File: config.mk
export PLATFORM = sky130hd
export DESIGN_NAME = ps2_mouse_packet_decoder_fifo_top
export DESIGN_NICKNAME = d
export VERILOG_FILES = /design/src/hw/rtl/ps2mf_pkg.sv /design/src/hw/rtl/ps2_mouse_packet_decoder_fifo_top.sv /design/src/hw/rtl/ps2mf_front.sv /design/src/hw/rtl/ps2mf_queue.sv /design/src/hw/rtl/ps2mf_back.sv
export VERILOG_INCLUDE_DIRS = /design/src /design/src/hw/rtl
export SDC_FILE = /design/constraint.sdc
export NUM_CORES = 1
export LEC_CHECK = 0
export ABC_AREA = 1
export CORE_MARGIN = 2
export CORE_UTILIZATION = 60
export DETAILED_ROUTE_END_ITERATION = 16
export DONT_BUFFER_PORTS = 1
export PLACE_DENSITY = 0.81
export SLEW_MARGIN = 20
export SYNTH_ARGS = -nofsm -noshare
export SYNTH_HDL_FRONTEND = slang
export SYNTH_SLANG_ARGS = --single-unit
File: constraint.sdc
create_clock -name clk -period 5 [get_ports clk]
set_input_delay 0.25 -clock clk [delete_from_list [all_inputs] [get_ports clk]]
set_output_delay 0.25 -clock clk [all_outputs]
set_load 0.01 [all_outputs]
File: src/hw/rtl/ps2_mouse_packet_decoder_fifo_top_macros.svh
// Assertion macros shared by the PS/2 mouse decoder RTL.
// Each macro expects signals named clk and rst_n in the scope where it is used.
`ifndef PS2_MOUSE_PACKET_DECODER_FIFO_TOP_MACROS_SVH
`define PS2_MOUSE_PACKET_DECODER_FIFO_TOP_MACROS_SVH

// The consequent must hold in the same cycle as the antecedent.
`define CHECK_IMPLIES(label, ante, cons, msg) \
    label: assert property (@(posedge clk) disable iff (!rst_n) (ante) |-> (cons)) \
        else $error(msg);

// The consequent must hold in the cycle after the antecedent.
`define CHECK_NEXT(label, ante, cons, msg) \
    label: assert property (@(posedge clk) disable iff (!rst_n) (ante) |=> (cons)) \
        else $error(msg);

`endif

File: src/hw/rtl/ps2mf_pkg.sv
// Package for the PS/2 mouse packet decoder: sizes, codes, item and entry types,
// and the packet decode function. No dependencies.
package ps2mf_pkg;

    localparam int BUF_DEPTH = 16;
    localparam int BUF_IW    = $clog2(BUF_DEPTH);
    localparam int Q_DEPTH   = 4;
    localparam int Q_IW      = $clog2(Q_DEPTH);
    localparam int Q_CW      = $clog2(Q_DEPTH + 1);

    // Register index as seen on paddr[2].
    localparam logic REG_PACKET_MODE = 1'b0;

    // Header byte bit positions.
    localparam int HDR_LEFT   = 0;
    localparam int HDR_RIGHT  = 1;
    localparam int HDR_MIDDLE = 2;
    localparam int HDR_SYNC   = 3;
    localparam int HDR_XSIGN  = 4;
    localparam int HDR_YSIGN  = 5;
    localparam int HDR_XOVF   = 6;
    localparam int HDR_YOVF   = 7;

    typedef enum logic {
        CMD_BYTE = 1'b0,
        CMD_READ = 1'b1
    } cmd_t;

    typedef enum logic [1:0] {
        MODE_STD   = 2'd0,
        MODE_WHEEL = 2'd1,
        MODE_BTN5  = 2'd2,
        MODE_RSVD  = 2'd3
    } mode_t;

    typedef struct packed {
        cmd_t       cmd;
        logic [7:0] data;
    } item_t;

    // Stored packet, dx in the lowest bits.
    typedef struct packed {
        logic       scroll_down;
        logic       scroll_up;
        logic       middle;
        logic       right;
        logic       left;
        logic [8:0] dy;
        logic [8:0] dx;
    } entry_t;

    function automatic logic [BUF_IW-1:0] buf_inc(input logic [BUF_IW-1:0] idx);
        logic [BUF_IW-1:0] res;
        if (idx == BUF_IW'(BUF_DEPTH - 1))
        begin
            res = '0;
        end
        else
        begin
            res = idx + 1'b1;
        end
        return res;
    endfunction

    function automatic entry_t decode_packet(input logic [7:0] hdr,
                                             input logic [7:0] xb,
                                             input logic [7:0] yb,
                                             input logic [7:0] wb,
                                             input mode_t      mode);
        entry_t e;
        // A zero magnitude stays zero even with its sign bit set.
        e.dx = {(xb != 8'd0) && hdr[HDR_XSIGN], xb};
        e.dy = {(yb != 8'd0) && hdr[HDR_YSIGN], yb};
        if (hdr[HDR_XOVF] || hdr[HDR_YOVF])
        begin
            e.dx = '0;
            e.dy = '0;
        end
        e.left        = hdr[HDR_LEFT];
        e.right       = hdr[HDR_RIGHT];
        e.middle      = hdr[HDR_MIDDLE];
        e.scroll_up   = (mode == MODE_WHEEL) && (wb != 8'd0) && wb[7];
        e.scroll_down = (mode == MODE_WHEEL) && (wb != 8'd0) && !wb[7];
        return e;
    endfunction

endpackage

File: src/hw/rtl/ps2_mouse_packet_decoder_fifo_top.sv
// Top level of the PS/2 mouse packet decoder with packet buffer.
// Holds the configuration register; depends on ps2mf_pkg, ps2mf_front,
// ps2mf_queue and ps2mf_back.
//
//  Channel   Direction  Payload
//  s_*       in         tdata = rx_byte[7:0], tuser = cmd (0 byte, 1 read)
//  m_*       out        tdata = packet_valid, delta_x, delta_y, buttons, scroll,
//                       more_pending (one item per read command)
//  APB       in/out     packet_mode at byte address 0
//
// One item is accepted per cycle when nothing stalls; a read item passes through the
// front register and a queue slot before the buffer read register loads together with
// the output valid. The packet buffer is read or written once per cycle at most. Reset
// is asynchronous and needs no clearing pass. A stalled output holds a read item at
// the head of the four-entry queue and the items behind it wait there; byte items at
// the head drain regardless of the output.
module ps2_mouse_packet_decoder_fifo_top (
    input  logic        clk,
    input  logic        rst_n,
    input  logic        s_tvalid,
    output logic        s_tready,
    input  logic [7:0]  s_tdata,   // [7:0] rx_byte
    input  logic        s_tuser,   // [0] cmd
    output logic        m_tvalid,
    input  logic        m_tready,
    // [0] packet_valid, [9:1] delta_x, [18:10] delta_y, [19] left_button,
    // [20] right_button, [21] middle_button, [22] scroll_up, [23] scroll_down,
    // [24] more_pending, [31:25] zero
    output logic [31:0] m_tdata,
    input  logic        psel,
    input  logic        penable,
    input  logic        pwrite,
    input  logic [2:0]  paddr,
    input  logic [31:0] pwdata,
    output logic [31:0] prdata,
    output logic        pready
);
    import ps2mf_pkg::*;

    mode_t mode_reg;
    logic  cfg_we;
    logic  q_push;
    item_t q_in_item;
    logic  q_in_ready;
    logic  q_valid;
    item_t q_head;
    logic  q_pop;

    assign pready = 1'b1;
    assign cfg_we = psel && penable && pwrite && pready && (paddr[2] == REG_PACKET_MODE);
    assign prdata = (paddr[2] == REG_PACKET_MODE) ? {30'd0, mode_reg} : 32'd0;

    always_ff @(posedge clk or negedge rst_n)
    begin
        if (!rst_n)
        begin
            mode_reg <= MODE_STD;
        end
        else if (cfg_we)
        begin
            mode_reg <= mode_t'(pwdata[1:0]);
        end
    end

    ps2mf_front u_front (
        .clk        (clk),
        .rst_n      (rst_n),
        .s_tvalid   (s_tvalid),
        .s_tready   (s_tready),
        .s_tdata    (s_tdata),
        .s_tuser    (s_tuser),
        .q_push     (q_push),
        .q_item     (q_in_item),
        .q_in_ready (q_in_ready)
    );

    ps2mf_queue u_queue (
        .clk        (clk),
        .rst_n      (rst_n),
        .push       (q_push),
        .push_item  (q_in_item),
        .in_ready   (q_in_ready),
        .head_valid (q_valid),
        .head_item  (q_head),
        .pop        (q_pop)
    );

    ps2mf_back u_back (
        .clk         (clk),
        .rst_n       (rst_n),
        .packet_mode (mode_reg),
        .q_valid     (q_valid),
        .q_item      (q_head),
        .q_pop       (q_pop),
        .m_tvalid    (m_tvalid),
        .m_tready    (m_tready),
        .m_tdata     (m_tdata)
    );

endmodule

File: src/hw/rtl/ps2mf_front.sv
// Front stage: registers each accepted stream item, tags it as a byte or a read
// command and hands it to the queue. Depends on ps2mf_pkg.
module ps2mf_front (
    input  logic             clk,
    input  logic             rst_n,
    input  logic             s_tvalid,
    output logic             s_tready,
    input  logic [7:0]       s_tdata,   // rx_byte
    input  logic             s_tuser,   // cmd
    output logic             q_push,
    output ps2mf_pkg::item_t q_item,
    input  logic             q_in_ready
);
    import ps2mf_pkg::*;

    logic  front_valid_reg;
    logic  front_valid_next;
    item_t item_reg;
    logic  accept;

    assign s_tready = !front_valid_reg || q_in_ready;
    assign accept   = s_tvalid && s_tready;
    assign q_push   = front_valid_reg;
    assign q_item   = item_reg;

    always_comb
    begin
        front_valid_next = front_valid_reg;
        if (accept)
        begin
            front_valid_next = 1'b1;
        end
        else if (q_in_ready)
        begin
            front_valid_next = 1'b0;
        end
    end

    always_ff @(posedge clk or negedge rst_n)
    begin
        if (!rst_n)
        begin
            front_valid_reg <= 1'b0;
        end
        else
        begin
            front_valid_reg <= front_valid_next;
        end
    end

    always_ff @(posedge clk)
    begin
        if (accept)
        begin
            item_reg.cmd  <= cmd_t'(s_tuser);
            item_reg.data <= s_tdata;
        end
    end

endmodule

File: src/hw/rtl/ps2mf_queue.sv
// Short item queue between the front and back stages, held in flip-flops.
// Depends on ps2mf_pkg.
module ps2mf_queue (
    input  logic             clk,
    input  logic             rst_n,
    input  logic             push,
    input  ps2mf_pkg::item_t push_item,
    output logic             in_ready,
    output logic             head_valid,
    output ps2mf_pkg::item_t head_item,
    input  logic             pop
);
    import ps2mf_pkg::*;

    item_t           slot_reg [Q_DEPTH];
    logic [Q_IW-1:0] wr_ptr_reg;
    logic [Q_IW-1:0] rd_ptr_reg;
    logic [Q_CW-1:0] count_reg;
    logic            do_push;
    logic            do_pop;

    assign in_ready   = (count_reg != Q_CW'(Q_DEPTH));
    assign head_valid = (count_reg != '0);
    assign head_item  = slot_reg[rd_ptr_reg];
    assign do_push    = push && in_ready;
    assign do_pop     = pop && head_valid;

    function automatic logic [Q_IW-1:0] q_inc(input logic [Q_IW-1:0] p);
        logic [Q_IW-1:0] res;
        if (p == Q_IW'(Q_DEPTH - 1))
        begin
            res = '0;
        end
        else
        begin
            res = p + 1'b1;
        end
        return res;
    endfunction

    always_ff @(posedge clk or negedge rst_n)
    begin
        if (!rst_n)
        begin
            wr_ptr_reg <= '0;
            rd_ptr_reg <= '0;
            count_reg  <= '0;
        end
        else
        begin
            if (do_push)
            begin
                wr_ptr_reg <= q_inc(wr_ptr_reg);
            end
            if (do_pop)
            begin
                rd_ptr_reg <= q_inc(rd_ptr_reg);
            end
            if (do_push && !do_pop)
            begin
                count_reg <= count_reg + 1'b1;
            end
            else if (do_pop && !do_push)
            begin
                count_reg <= count_reg - 1'b1;
            end
        end
    end

    always_ff @(posedge clk)
    begin
        if (do_push)
        begin
            slot_reg[wr_ptr_reg] <= push_item;
        end
    end

endmodule

File: src/hw/rtl/ps2mf_back.sv
// Back stage: assembles mouse bytes into packets, keeps the decoded packet ring
// buffer and serves read commands into the output register.
// Depends on ps2mf_pkg and the assertion macro header.
`include "ps2_mouse_packet_decoder_fifo_top_macros.svh"

module ps2mf_back (
    input  logic             clk,
    input  logic             rst_n,
    input  ps2mf_pkg::mode_t packet_mode,
    input  logic             q_valid,
    input  ps2mf_pkg::item_t q_item,
    output logic             q_pop,
    output logic             m_tvalid,
    input  logic             m_tready,
    output logic [31:0]      m_tdata
);
    import ps2mf_pkg::*;

    typedef enum logic [3:0] {
        PH_HDR = 4'b0001,
        PH_X   = 4'b0010,
        PH_Y   = 4'b0100,
        PH_W   = 4'b1000
    } phase_t;

    phase_t            phase_reg;
    phase_t            phase_next;
    logic [7:0]        hdr_reg;
    logic [7:0]        hdr_next;
    logic [7:0]        x_reg;
    logic [7:0]        x_next;
    logic [7:0]        y_reg;
    logic [7:0]        y_next;
    logic [BUF_IW-1:0] wr_idx_reg;
    logic [BUF_IW-1:0] rd_idx_reg;
    entry_t            mem [BUF_DEPTH];
    entry_t            rd_data_reg;
    entry_t            pkt;
    entry_t            shown;
    logic              out_valid_reg;
    logic              pop_ok_reg;
    logic              more_reg;
    logic              out_free;
    logic              is_rd;
    logic              is_byte;
    logic              empty;
    logic              rd_en;
    logic              pkt_done;
    logic              mem_we;
    logic              four_byte;

    assign out_free  = !out_valid_reg || m_tready;
    assign q_pop     = q_valid && ((q_item.cmd == CMD_BYTE) || out_free);
    assign is_rd     = q_pop && (q_item.cmd == CMD_READ);
    assign is_byte   = q_pop && (q_item.cmd == CMD_BYTE);
    assign empty     = (rd_idx_reg == wr_idx_reg);
    assign rd_en     = is_rd && !empty;
    assign four_byte = (packet_mode == MODE_WHEEL) || (packet_mode == MODE_BTN5);

    // Byte assembly; a header without the sync bit is dropped to realign.
    always_comb
    begin
        phase_next = phase_reg;
        hdr_next   = hdr_reg;
        x_next     = x_reg;
        y_next     = y_reg;
        pkt_done   = 1'b0;
        pkt        = decode_packet(hdr_reg, x_reg, q_item.data, 8'd0, packet_mode);
        if (is_byte)
        begin
            case (phase_reg)
                PH_HDR:
                begin
                    hdr_next = q_item.data;
                    if (q_item.data[HDR_SYNC])
                    begin
                        phase_next = PH_X;
                    end
                end
                PH_X:
                begin
                    x_next     = q_item.data;
                    phase_next = PH_Y;
                end
                PH_Y:
                begin
                    y_next = q_item.data;
                    if (four_byte)
                    begin
                        phase_next = PH_W;
                    end
                    else
                    begin
                        phase_next = PH_HDR;
                        pkt_done   = 1'b1;
                    end
                end
                PH_W:
                begin
                    phase_next = PH_HDR;
                    pkt_done   = 1'b1;
                    pkt = decode_packet(hdr_reg, x_reg, y_reg, q_item.data, packet_mode);
                end
                default:
                begin
                    phase_next = PH_HDR;
                end
            endcase
        end
    end

    // One slot stays empty, so a full buffer drops the new packet.
    assign mem_we = pkt_done && (buf_inc(wr_idx_reg) != rd_idx_reg);

    always_ff @(posedge clk or negedge rst_n)
    begin
        if (!rst_n)
        begin
            phase_reg     <= PH_HDR;
            hdr_reg       <= '0;
            x_reg         <= '0;
            y_reg         <= '0;
            wr_idx_reg    <= '0;
            rd_idx_reg    <= '0;
            out_valid_reg <= 1'b0;
            pop_ok_reg    <= 1'b0;
            more_reg      <= 1'b0;
        end
        else
        begin
            phase_reg <= phase_next;
            hdr_reg   <= hdr_next;
            x_reg     <= x_next;
            y_reg     <= y_next;
            if (mem_we)
            begin
                wr_idx_reg <= buf_inc(wr_idx_reg);
            end
            if (rd_en)
            begin
                rd_idx_reg <= buf_inc(rd_idx_reg);
            end
            if (is_rd)
            begin
                out_valid_reg <= 1'b1;
                pop_ok_reg    <= !empty;
                more_reg      <= !empty && (buf_inc(rd_idx_reg) != wr_idx_reg);
            end
            else if (m_tready)
            begin
                out_valid_reg <= 1'b0;
            end
        end
    end

    always_ff @(posedge clk)
    begin
        if (mem_we)
        begin
            mem[wr_idx_reg] <= pkt;
        end
        if (rd_en)
        begin
            rd_data_reg <= mem[rd_idx_reg];
        end
    end

    // An empty read reports all fields as zero.
    assign shown    = pop_ok_reg ? rd_data_reg : '0;
    assign m_tvalid = out_valid_reg;
    assign m_tdata  = {7'd0, more_reg, shown.scroll_down, shown.scroll_up, shown.middle,
                       shown.right, shown.left, shown.dy, shown.dx, pop_ok_reg};

    `CHECK_NEXT(a_read_gives_result, is_rd, out_valid_reg, "read item left no result")
    `CHECK_IMPLIES(a_rd_idx_on_pop, rd_idx_reg != $past(rd_idx_reg), $past(rd_en),
                   "read index moved without a pop")
    `CHECK_IMPLIES(a_empty_no_more, out_valid_reg && !pop_ok_reg, !more_reg,
                   "empty read reports more pending")
    `CHECK_NEXT(a_packet_end, pkt_done, phase_reg == PH_HDR,
                "byte phase did not return to header after a packet")

endmodule

; Yosys cells after proc, flatten, opt, wreduce, memory -nomap -nowiden
; Memory sizes are Yosys's and may differ from the RTL's. A register that Yosys moved wholly into a read port is not among the register bits.
; Cells that the tools add are included.
[op_classes]
magnitude_cmp = 0
bitwise = 2
add_sub_neg = 6
shifts = 0
eq_ne = 15
n_div = 0
muxes = 27
n_mul = 0
reduce_logical = 42
[ops]
columns = cell, count
row1 = two-way mux 23 bit, 3
row2 = two-way mux 18 bit, 2
row3 = nonzero test 8 bit, 3
row4 = logical AND 1 bit, 20
row5 = two-way mux 4 bit, 5
row6 = "== test 4 bit, second input constant", 3
row7 = one-hot mux 4 bit (3 select lines), 1
row8 = two-way mux 1 bit, 10
row9 = "adder 4 x 1 -> 4 bit, second input constant", 2
row10 = inequality test 4 bit, 2
row11 = AND reduction 2 bit, 4
row12 = "== test 2 bit, second input constant", 3
row13 = zero test 1 bit, 6
row14 = two-way mux 2 bit, 3
row15 = two-way mux 3 bit, 2
row16 = nonzero test 2 bit, 3
row17 = logical OR 1 bit, 5
row18 = "adder 2 x 1 -> 2 bit, second input constant", 2
row19 = "== test 4 x 1 -> 1 bit, second input constant", 1
row20 = "== test 4 x 2 -> 1 bit, second input constant", 1
row21 = "== test 4 x 3 -> 1 bit, second input constant", 1
row22 = == test 4 bit, 1
row23 = "adder 3 x 1 -> 3 bit, second input constant", 1
row24 = "inequality test 3 bit, second input constant", 1
row25 = 6 further kinds, 7
[word_totals]
ram_bits = 404
ff_bits = 58
out_inout_bits = 67
romBits = 0
latchBits = 0
memories = 2
in_bits = 51
[mem_list]
columns = name, words, width, read_ports, rd_ports_with_merged_regs, write_ports, line_no
row1 = u_back.mem, 16, 23, 1, 1, 1, ps2mf_back.sv:36  ; entry_t mem [BUF_DEPTH];
row2 = u_queue.slot_reg, 4, 9, 1, 0, 1, ps2mf_queue.sv:15  ; item_t slot_reg [Q_DEPTH];

; Depth between registers and ports, before layout
; Gate-level depths: netlist of run 1.
[depth]
ltp_word = 9
depth_mapped = 13
ltp_nobuf = 13

; Modules after synthesis
; A second synthesis of run 1 with hierarchy kept.
[hier_totals]
cells_unflattened = 1682
area_unflattened_um2 = 20114.3
[by_module_without_submodules]
columns = module, n_inst, area_each_um2, cells_per_inst, seq_area_each_um2
row1 = ps2mf_back, 1, 17464.2, 1454, 12693.4
row2 = ps2mf_queue, 1, 1983.2, 163, 1256.2
row3 = ps2_mouse_packet_decoder_fifo_top, 1, 351.6, 50, 50.0
row4 = ps2mf_front, 1, 315.3, 15, 295.3

; Worst setup path after synthesis of run 1
; No wires, ideal clock.
[synth_timing]
path_type = register to register
startpoint = reg u_back.wr_idx_reg[0]
endpoint = mem u_back.mem[0][0] in the netlist's numbering, enable pin
synth_period_minus_slack_ns = 2.835
path_buffers = 1
path_stages_with_launch = 10
setup_slack_ns = 2.165
arrival_time_ns = 2.432
cell_sequence = dfrtp_1 inv_1 ha_1 xnor2_1 nand3_1 nor2_1 nand2_2 nand2_2 buf_6 nor2_1
[synth_between]
elab_chain_cells = 6
[synth_lines]
columns = element, line_no
row1 = from (decl), ps2mf_back.sv:34  ; logic [BUF_IW-1:0] wr_idx_reg;
row2 = from (signal assigned), ps2mf_back.sv:137  ; wr_idx_reg <= buf_inc(wr_idx_reg);
row3 = adder 4 x 1 -> 4 bit / == test 4 bit (equally long branches), "ps2mf_pkg.sv:60, ps2mf_pkg.sv:54"
row4 = two-way mux 4 bit, ps2mf_pkg.sv:54  ; if (idx == BUF_IW'(BUF_DEPTH - 1))
row5 = inequality test 4 bit, ps2mf_back.sv:113  ; assign mem_we = pkt_done && (buf_inc(wr_idx_reg) != rd_idx_reg);
row6 = logical AND 1 bit, ps2mf_back.sv:113
row7 = two-way mux 1 bit, ps2mf_back.sv:158  ; if (mem_we)
row8 = two-way mux 1 bit (not written as such), ps2mf_back.sv:160  ; mem[wr_idx_reg] <= pkt;
row9 = to (decl), ps2mf_back.sv:36
; Parallel ways exist; a longest one is shown, timed or not.

; Final worst setup path of run 1
[layout_timing]
startpoint = reg u_back.rd_idx_reg[0]
endpoint = mem u_back.mem[10][16] in the netlist's numbering, enable pin
[layout_between]
elab_chain_cells = 4
[layout_lines]
columns = element, line_no
row1 = from (decl), ps2mf_back.sv:35  ; logic [BUF_IW-1:0] rd_idx_reg;
row2 = from (signal assigned), ps2mf_back.sv:141  ; rd_idx_reg <= buf_inc(rd_idx_reg);
row3 = inequality test 4 bit, ps2mf_back.sv:113
row4 = logical AND 1 bit, ps2mf_back.sv:113
row5 = two-way mux 1 bit, ps2mf_back.sv:158
row6 = two-way mux 1 bit (not written as such), ps2mf_back.sv:160
; No other way between the ends.

==> results of run 1 <==
-- power breakdown --
group / switching (mW) / leakage, nW / internal (mW)
clock: 1.43 / 0.704 / 1.83
sequential: 0.379 / 4.67 / 5.29
combinational: 2.71 / 2.69 / 0.964
-- per-stage QoR --
stage          power (mW)  util [%]  hold slack [ns]  instances
6_report             12.6      67.0            0.226       2153
5_1_grt              13.2      67.0            0.252       2153
4_1_cts              12.6      66.8            0.231       2152
3_5_place_dp         9.33      61.9          -0.0434       2052
3_3_place_gp         9.16      61.9          -0.0429       2052
2_1_floorplan        8.28         -          -0.0456       1712
-- layer usage --
metal  vias to the layer above  global-route usage (%)  share of wire [%]
met4                         0                    9.65                3.5
met3                       122                    4.42                8.5
met1                      6081                    32.6                 39
li1                       5784                       -                  -
met2                       647                    41.5                 49
met5                         -                       0                  0
-- cells by family after synthesis --
group	Yosys count
and+or+nand+nor	703
buffers and inverters	247
xor gates and xnor gates	8
AOI/OAI and AO/OA	218
adders and majority gates	14
other	2
DFF	484
-- cell type report --
cell class	count	area, µm²
clock inverters	23	168
fillers	2181	10800
well taps	442	553
multi-input cells	981	4770
clock buffers	60	1250
repair buffers	40	380
flip-flops and latches	484	14300
inverters	123	469
-- final timing paths --
kind | startpoint | endpoint | depth (start not counted)
hold / removal | rst_n | mode_reg[0] | 2
hold reg to reg | u_back.hdr_reg[5] | u_back.hdr_reg[5] | 2
setup / recovery | u_back.rd_idx_reg[0] | u_back.mem[10][16] | 8
setup reg to reg | u_back.rd_idx_reg[0] | u_back.mem[10][16] | 8
min in group clk | s_tdata[3] | u_front.q_item[3] | 1
max in group asynchronous | rst_n | u_back.phase_reg[0] | 2
-- synthesized netlist by cell type, types with 8 or more instances --
master,count
o211ai_1,69
nand4_1,53
buf_2,47
dfrtp_1,47
clkbuf_1,22
nor2_1,105
inv_1,118
ha_1,13
nand3_1,132
edfxtp_1,436
buf_4,43
a21oi_1,33
o21ai_0,100
o21ai_2,8
nand2_1,394
-- timing repair --
| action | 4_1_cts | 5_1_grt |
|---|---|---|
| hold endpoints to repair | 61 | 0 |
| endpoints found under the setup margin | 0 | 0 |
| hold buffers | 17 | 0 |
==> run_results.csv, run 1 <==
group,metric,value,unit
floorplan,design.core.area,32700,µm²
setup_path,path_buf_inv,2,
clock_network,worstSkewPairLatency,0.56,ns
floorplan,die_x,187,µm
synthesis,synthAdderAreaFrac,0.912,%
timing,fin_skew,0.0238,ns
synthesis,synth_top_family_by_area,"simple AND/OR/NAND/NOR gates",
power_and_ir_drop,leakage,8.07,nW
cells_and_area,final_common_cell,"edfxtp_1",
synthesis,syn_inst,1676,
cells_and_area,drive_gt1_share,8.12,%
place,dp_hpwl,23.3,mm
floorplan,io_pins,118,
synthesis,synth_area_leaders,"edfxtp_1 65%, nand2_1 7.4%, dfrtp_1 5.9%, nand3_1 3.3%, o211ai_1 2.6%",
setup_path,path_common_cell,"nand2_2",
timing,fmax,293,MHz
synthesis,synth_compound_area_share,6.48,%
cells_and_area,mostFrequentLayoutCells,"436 x edfxtp_1, 394 x nand2_1, 132 x nand3_1, 115 x inv_1, 100 x o21ai_0",
detailed_routing,first_iter_violations,1457,
synthesis,yosys_warnings,0,
detailed_routing,wl_per_cell,20.2,µm
timing,setup_viol,0,
setup_path,cp.required,5.21,ns
timing,setup_tns,0,ns
synthesis,ys.flop_type,"edfxtp_1",
cells_and_area,largest_reg_flops,368,
global_routing,grt_pass1_wl,66.1,mm
synthesis,synth_edf_count,436,
global_routing,antenna_found_initial,0,
floorplan,die_area,34900,µm²
synthesis,yosysTopAreaCell,"edfxtp_1",
floorplan,fp-row-count,66,
global_routing,grt_max_degree,110,
clock_network,clk_pin_slew,0.07,ns
clock_network,clockRootBuffer,"clkbuf_16",
timing,fin_crit_sh,68.2,%
clock_network,cts_setup_buffers,0,
clock_network,cts_sinks,484,
global_routing,grt_pass1_vias,12000,
synthesis,ys_types,37,
status,status,"finished clean",
setup_path,rrSetupSlack,1.59,ns
cells_and_area,fin_area,21900,µm²
timing,fin_ws,1.59,ns
detailed_routing,vias,12600,
setup_path,crit_fanout,65,
setup_path,worstSetupPathType,"flop to flop",
clock_network,cts_buffers,45,
synthesis,synth.area.mux_share,0,%
cells_and_area,syn_to_final_growth,9.30,%
setup_path,start_kind,"flop",
setup_path,cp_slowest_stage_delay,0.73,ns
clock_network,clockBufferDepth,3,
setup_path,cp.arrival,3.62,ns
floorplan,initial_utilization,61.3,%
synthesis,synth.cell_area,20000,µm²
cells_and_area,num_antenna_cells,0,
detailed_routing,drc,0,
synthesis,synth_xor_xnor_area_share,0.350,%
synthesis,avgSynthCellArea,12.0,µm²
power_and_ir_drop,power_density,576,nW/µm²
global_routing,grtUsageTotal,24.8,%
place,port_buffers,0,
detailed_routing,drt-pass1-iter-count,6,
floorplan,die_h,187,µm
timing,tightest_slew,1.23,ns
synthesis,synth-seq-area-share,71.3,%
timing,drv_slew,0,
worst_hold_path,hold_class,"input pin to async pin",
setup_path,worstPathCellList,"inv_4 > nand3_1 > nand2_1 > nor2_1 > nand2_2 > nand2_2 > nor2_2 > buf_4",
cells_and_area,nNetsFinal,1740,
clock_network,cts_tree,"built",
setup_path,endpoint_kind,"flop",
synthesis,yosys.area_share.simple,14.9,%
detailed_routing,drt_wl_total,43.6,mm
clock_network,cts_resized,0,
synthesis,synth_top_area_share,65.3,%
timing,relSlewSlack,17.8,%
place,place_congestion,0.847,
detailed_routing,drt-vias-per-instance,5.87,
timing,rsz0062_at_grt,"no",
flow_run,cap_violations,0,
synthesis,synth-seq-cells,484,
place,placed_cell_area,20200,µm²
setup_path,slowest_stage,"dfrtp_4",
setup_path,path_delay_family,"simple AND/OR/NAND/NOR gates",
power_and_ir_drop,peakVddDrop,482,µV
synthesis,async_flop_share,9.92,%
timing,finalCriticalPeriod,3.41,ns
clock_network,htree_levels,2,
timing,hold_viol,0,
place,place_ws,1.59,ns
global_routing,overflow,0,
detailed_routing,ant_nets,0,
(Power assumes the default switching activity.)
==> run 2, diff against run 1 <==
Clock period 5 ns to 3.3 ns, I/O delays scaled along.
==> run 2 against run 1 <==
  * Clock power is 60% higher
  * Non-clock buffer count is 32 higher
  * Critical endpoint is now u_back.mem[11][3]
  * Combinational power is 60% higher
  * Wire length is 1.0% higher
  * Clock skew is 0.0046 ns lower
  * Largest cell class unchanged
  * Largest power group unchanged
  * Die area stayed put
  * Sequential power is 50% higher
  * Total power is 55% higher
  * Maximum frequency is 24% higher
  * Worst hold slack worse by 0.077 ns
  * Register-to-register slack worse by 1.0 ns
  * Cell area is 1.6% higher
  * Highest routed layer unchanged
==> run_results.csv, run 2 (synthesized netlist as in run 1, its figures left out) <==
group,metric,value,unit
setup_path,path_common_cell,"nand2_1",
cells_and_area,final_common_cell,"edfxtp_1",
cells_and_area,num_antenna_cells,0,
clock_network,clk_pin_slew,0.06,ns
setup_path,rr_startpoint,"u_back.wr_idx_reg[1]",
setup_path,rr_worst_depth,10,
global_routing,antenna_found_initial,0,
global_routing,grt_max_degree,196,
timing,fin_skew,0.0193,ns
power_and_ir_drop,power_density,881,nW/µm²
clock_network,cts_tree,"built",
cells_and_area,drive_gt1_share,9.28,%
floorplan,die_h,187,µm
power_and_ir_drop,internal_power,12.7,mW
clock_network,cts_sinks,484,
timing,setup_tns,0,ns
power_and_ir_drop,p_switching,6.93,mW
power_and_ir_drop,swShare,35.4,%
cells_and_area,syn_to_final_growth,11.1,%
floorplan,fp-row-count,66,
floorplan,die_x,187,µm
cells_and_area,nNetsFinal,1773,
timing,relSlewSlack,28.7,%
cells_and_area,mostFrequentLayoutCells,"436 x edfxtp_1, 394 x nand2_1, 132 x nand3_1, 116 x inv_1, 100 x o21ai_0",
power_and_ir_drop,p_comb_share,30.0,%
status,status,"finished clean",
timing,fin_crit_sh,83.1,%
timing,rsz0062_at_grt,"no",
timing,hold_viol,0,
flow_run,cap_violations,0,
timing,finalCriticalPeriod,2.74,ns
setup_path,crit_fanout,13,
detailed_routing,drc,0,
cells_and_area,nFillCells,2234,
timing,setup_viol,0,
setup_path,cp.arrival,3.02,ns
timing,fmax,365,MHz
setup_path,rrSetupSlack,0.56,ns
floorplan,die_area,34900,µm²
detailed_routing,ant_nets,0,
power_and_ir_drop,clock_power_share,26.7,%
detailed_routing,drt_wl_total,44.0,mm
timing,drv_slew,0,
power_and_ir_drop,peakVddDrop,770,µV
worst_hold_path,hold_class,"input pin to async pin",
setup_path,r2r_end,"u_back.mem[11][3]",
floorplan,design.core.area,32700,µm²
floorplan,initial_utilization,61.3,%
place,place_congestion,0.877,
detailed_routing,first_iter_violations,1644,
setup_path,worstSetupStartpoint,"u_back.wr_idx_reg[1]",
clock_network,cts_buffers,46,
timing,tightest_slew,1.07,ns
detailed_routing,wl_per_cell,20.1,µm
setup_path,cp.required,3.58,ns
place,dp_hpwl,24.7,mm
clock_network,clockBufferDepth,3,
detailed_routing,vias,12600,
timing,fin_ws,0.557,ns
place,place_ws,0.586,ns
clock_network,ctsHoldBuffers,19,
setup_path,worstPathCellList,"ha_1 > nand3_1 > nand2_1 > nand2_1 > nand2_1 > nor2_1 > nand2_2 > nand2_2 > nor2_4 > buf_12",
floorplan,io_pins,118,
global_routing,grt_pass1_vias,12800,
detailed_routing,drt-vias-per-instance,5.76,
detailed_routing,drt-pass1-iter-count,5,
global_routing,grt_pass1_wl,69.0,mm
place,port_buffers,0,
clock_network,worstSkewPairLatency,0.57,ns
setup_path,slowest_stage,"nor2_4",
global_routing,overflow,0,
setup_path,cp-endpoint,"u_back.mem[11][3]",
clock_network,cts_setup_buffers,0,
power_and_ir_drop,pwr-share-seq,43.3,%
clock_network,clockRootBuffer,"clkbuf_16",
power_and_ir_drop,leakage,8.28,nW
global_routing,grtUsageTotal,25.5,%
setup_path,worstSetupPathType,"flop to flop",
setup_path,cp_slowest_stage_delay,0.54,ns
clock_network,htree_levels,2,
setup_path,endpoint_kind,"flop",
cells_and_area,largest_reg_flops,368,
setup_path,start_kind,"flop",
clock_network,cts_resized,0,
==> run 2: worst max-delay path: cells and delay by family (launching register included) <==
family	cells	cell delay (ns)
simple gates	8	1.39
flops	1	0.49
fa+ha+maj	1	0.34
buf+inv	1	0.23
==> run 2: power by group through the flow <==
stage	clock network (mW)	logic (mW)	registers, mW
floorplan	0	4.18	8.37
global placement	0	5.52	8.55
detailed placement	0	5.74	8.60
CTS	5.28	5.82	8.47
global route	5.52	6.54	8.56
finish	5.23	5.89	8.48
==> run 2: worst min path at each step <==
| stage | from | endpoint | slack (ns) | cells after the start |
|---|---|---|---|---|
| 3_5_place_dp | rst_n | mode_reg[1] | -0.13 | 0 |
| 4_1_cts | rst_n | u_back.rd_idx_reg[3] | 0.15 | 2 |
| 3_3_place_gp | rst_n | mode_reg[1] | -0.13 | 0 |
| 2_1_floorplan | rst_n | mode_reg[0] | -0.13 | 0 |
| 6_report | rst_n | u_back.y_reg[1] | 0.15 | 2 |
| 5_1_grt | rst_n | u_back.hdr_reg[6] | 0.15 | 2 |
==> run 2: final cells by class <==
| class | instances | area, µm² | area share, % |
|---|---|---|---|
| clock buffer | 58 | 1230 | 5.53 |
| clock inverter | 28 | 269 | 1.21 |
| tap | 442 | 553 | 2.48 |
| inverter | 123 | 469 | 2.11 |
| timing repair buffer | 72 | 668 | 3.00 |
| multi-input combinational | 981 | 4770 | 21.4 |
| sequential | 484 | 14300 | 64.2 |
==> run 2: stage by stage <==
| stage | hold WS (ns) | cells | area, µm² | utilization, % | power (mW) |
|---|---|---|---|---|---|
| finish | 0.149 | 2188 | 22300 | 68.1 | 19.6 |
| global route | 0.150 | 2188 | 22300 | 68.1 | 20.6 |
| CTS | 0.148 | 2188 | 22300 | 68.0 | 19.6 |
| detailed placement | -0.129 | 2083 | 20500 | 62.8 | 14.3 |
| global placement | -0.129 | 2083 | 20500 | 62.8 | 14.1 |
| floorplan | -0.131 | 1712 | 20200 | - | 12.6 |
==> run 2: per-layer routing <==
layer | GRT usage [%] | up-vias | wire (µm)
li1 | - | 5856 | -
met1 | 33.0 | 6027 | 16800
met2 | 43.8 | 611 | 22200
met3 | 4.02 | 119 | 3640
met4 | 10.0 | 0 | 1390
met5 | 0 | - | 0
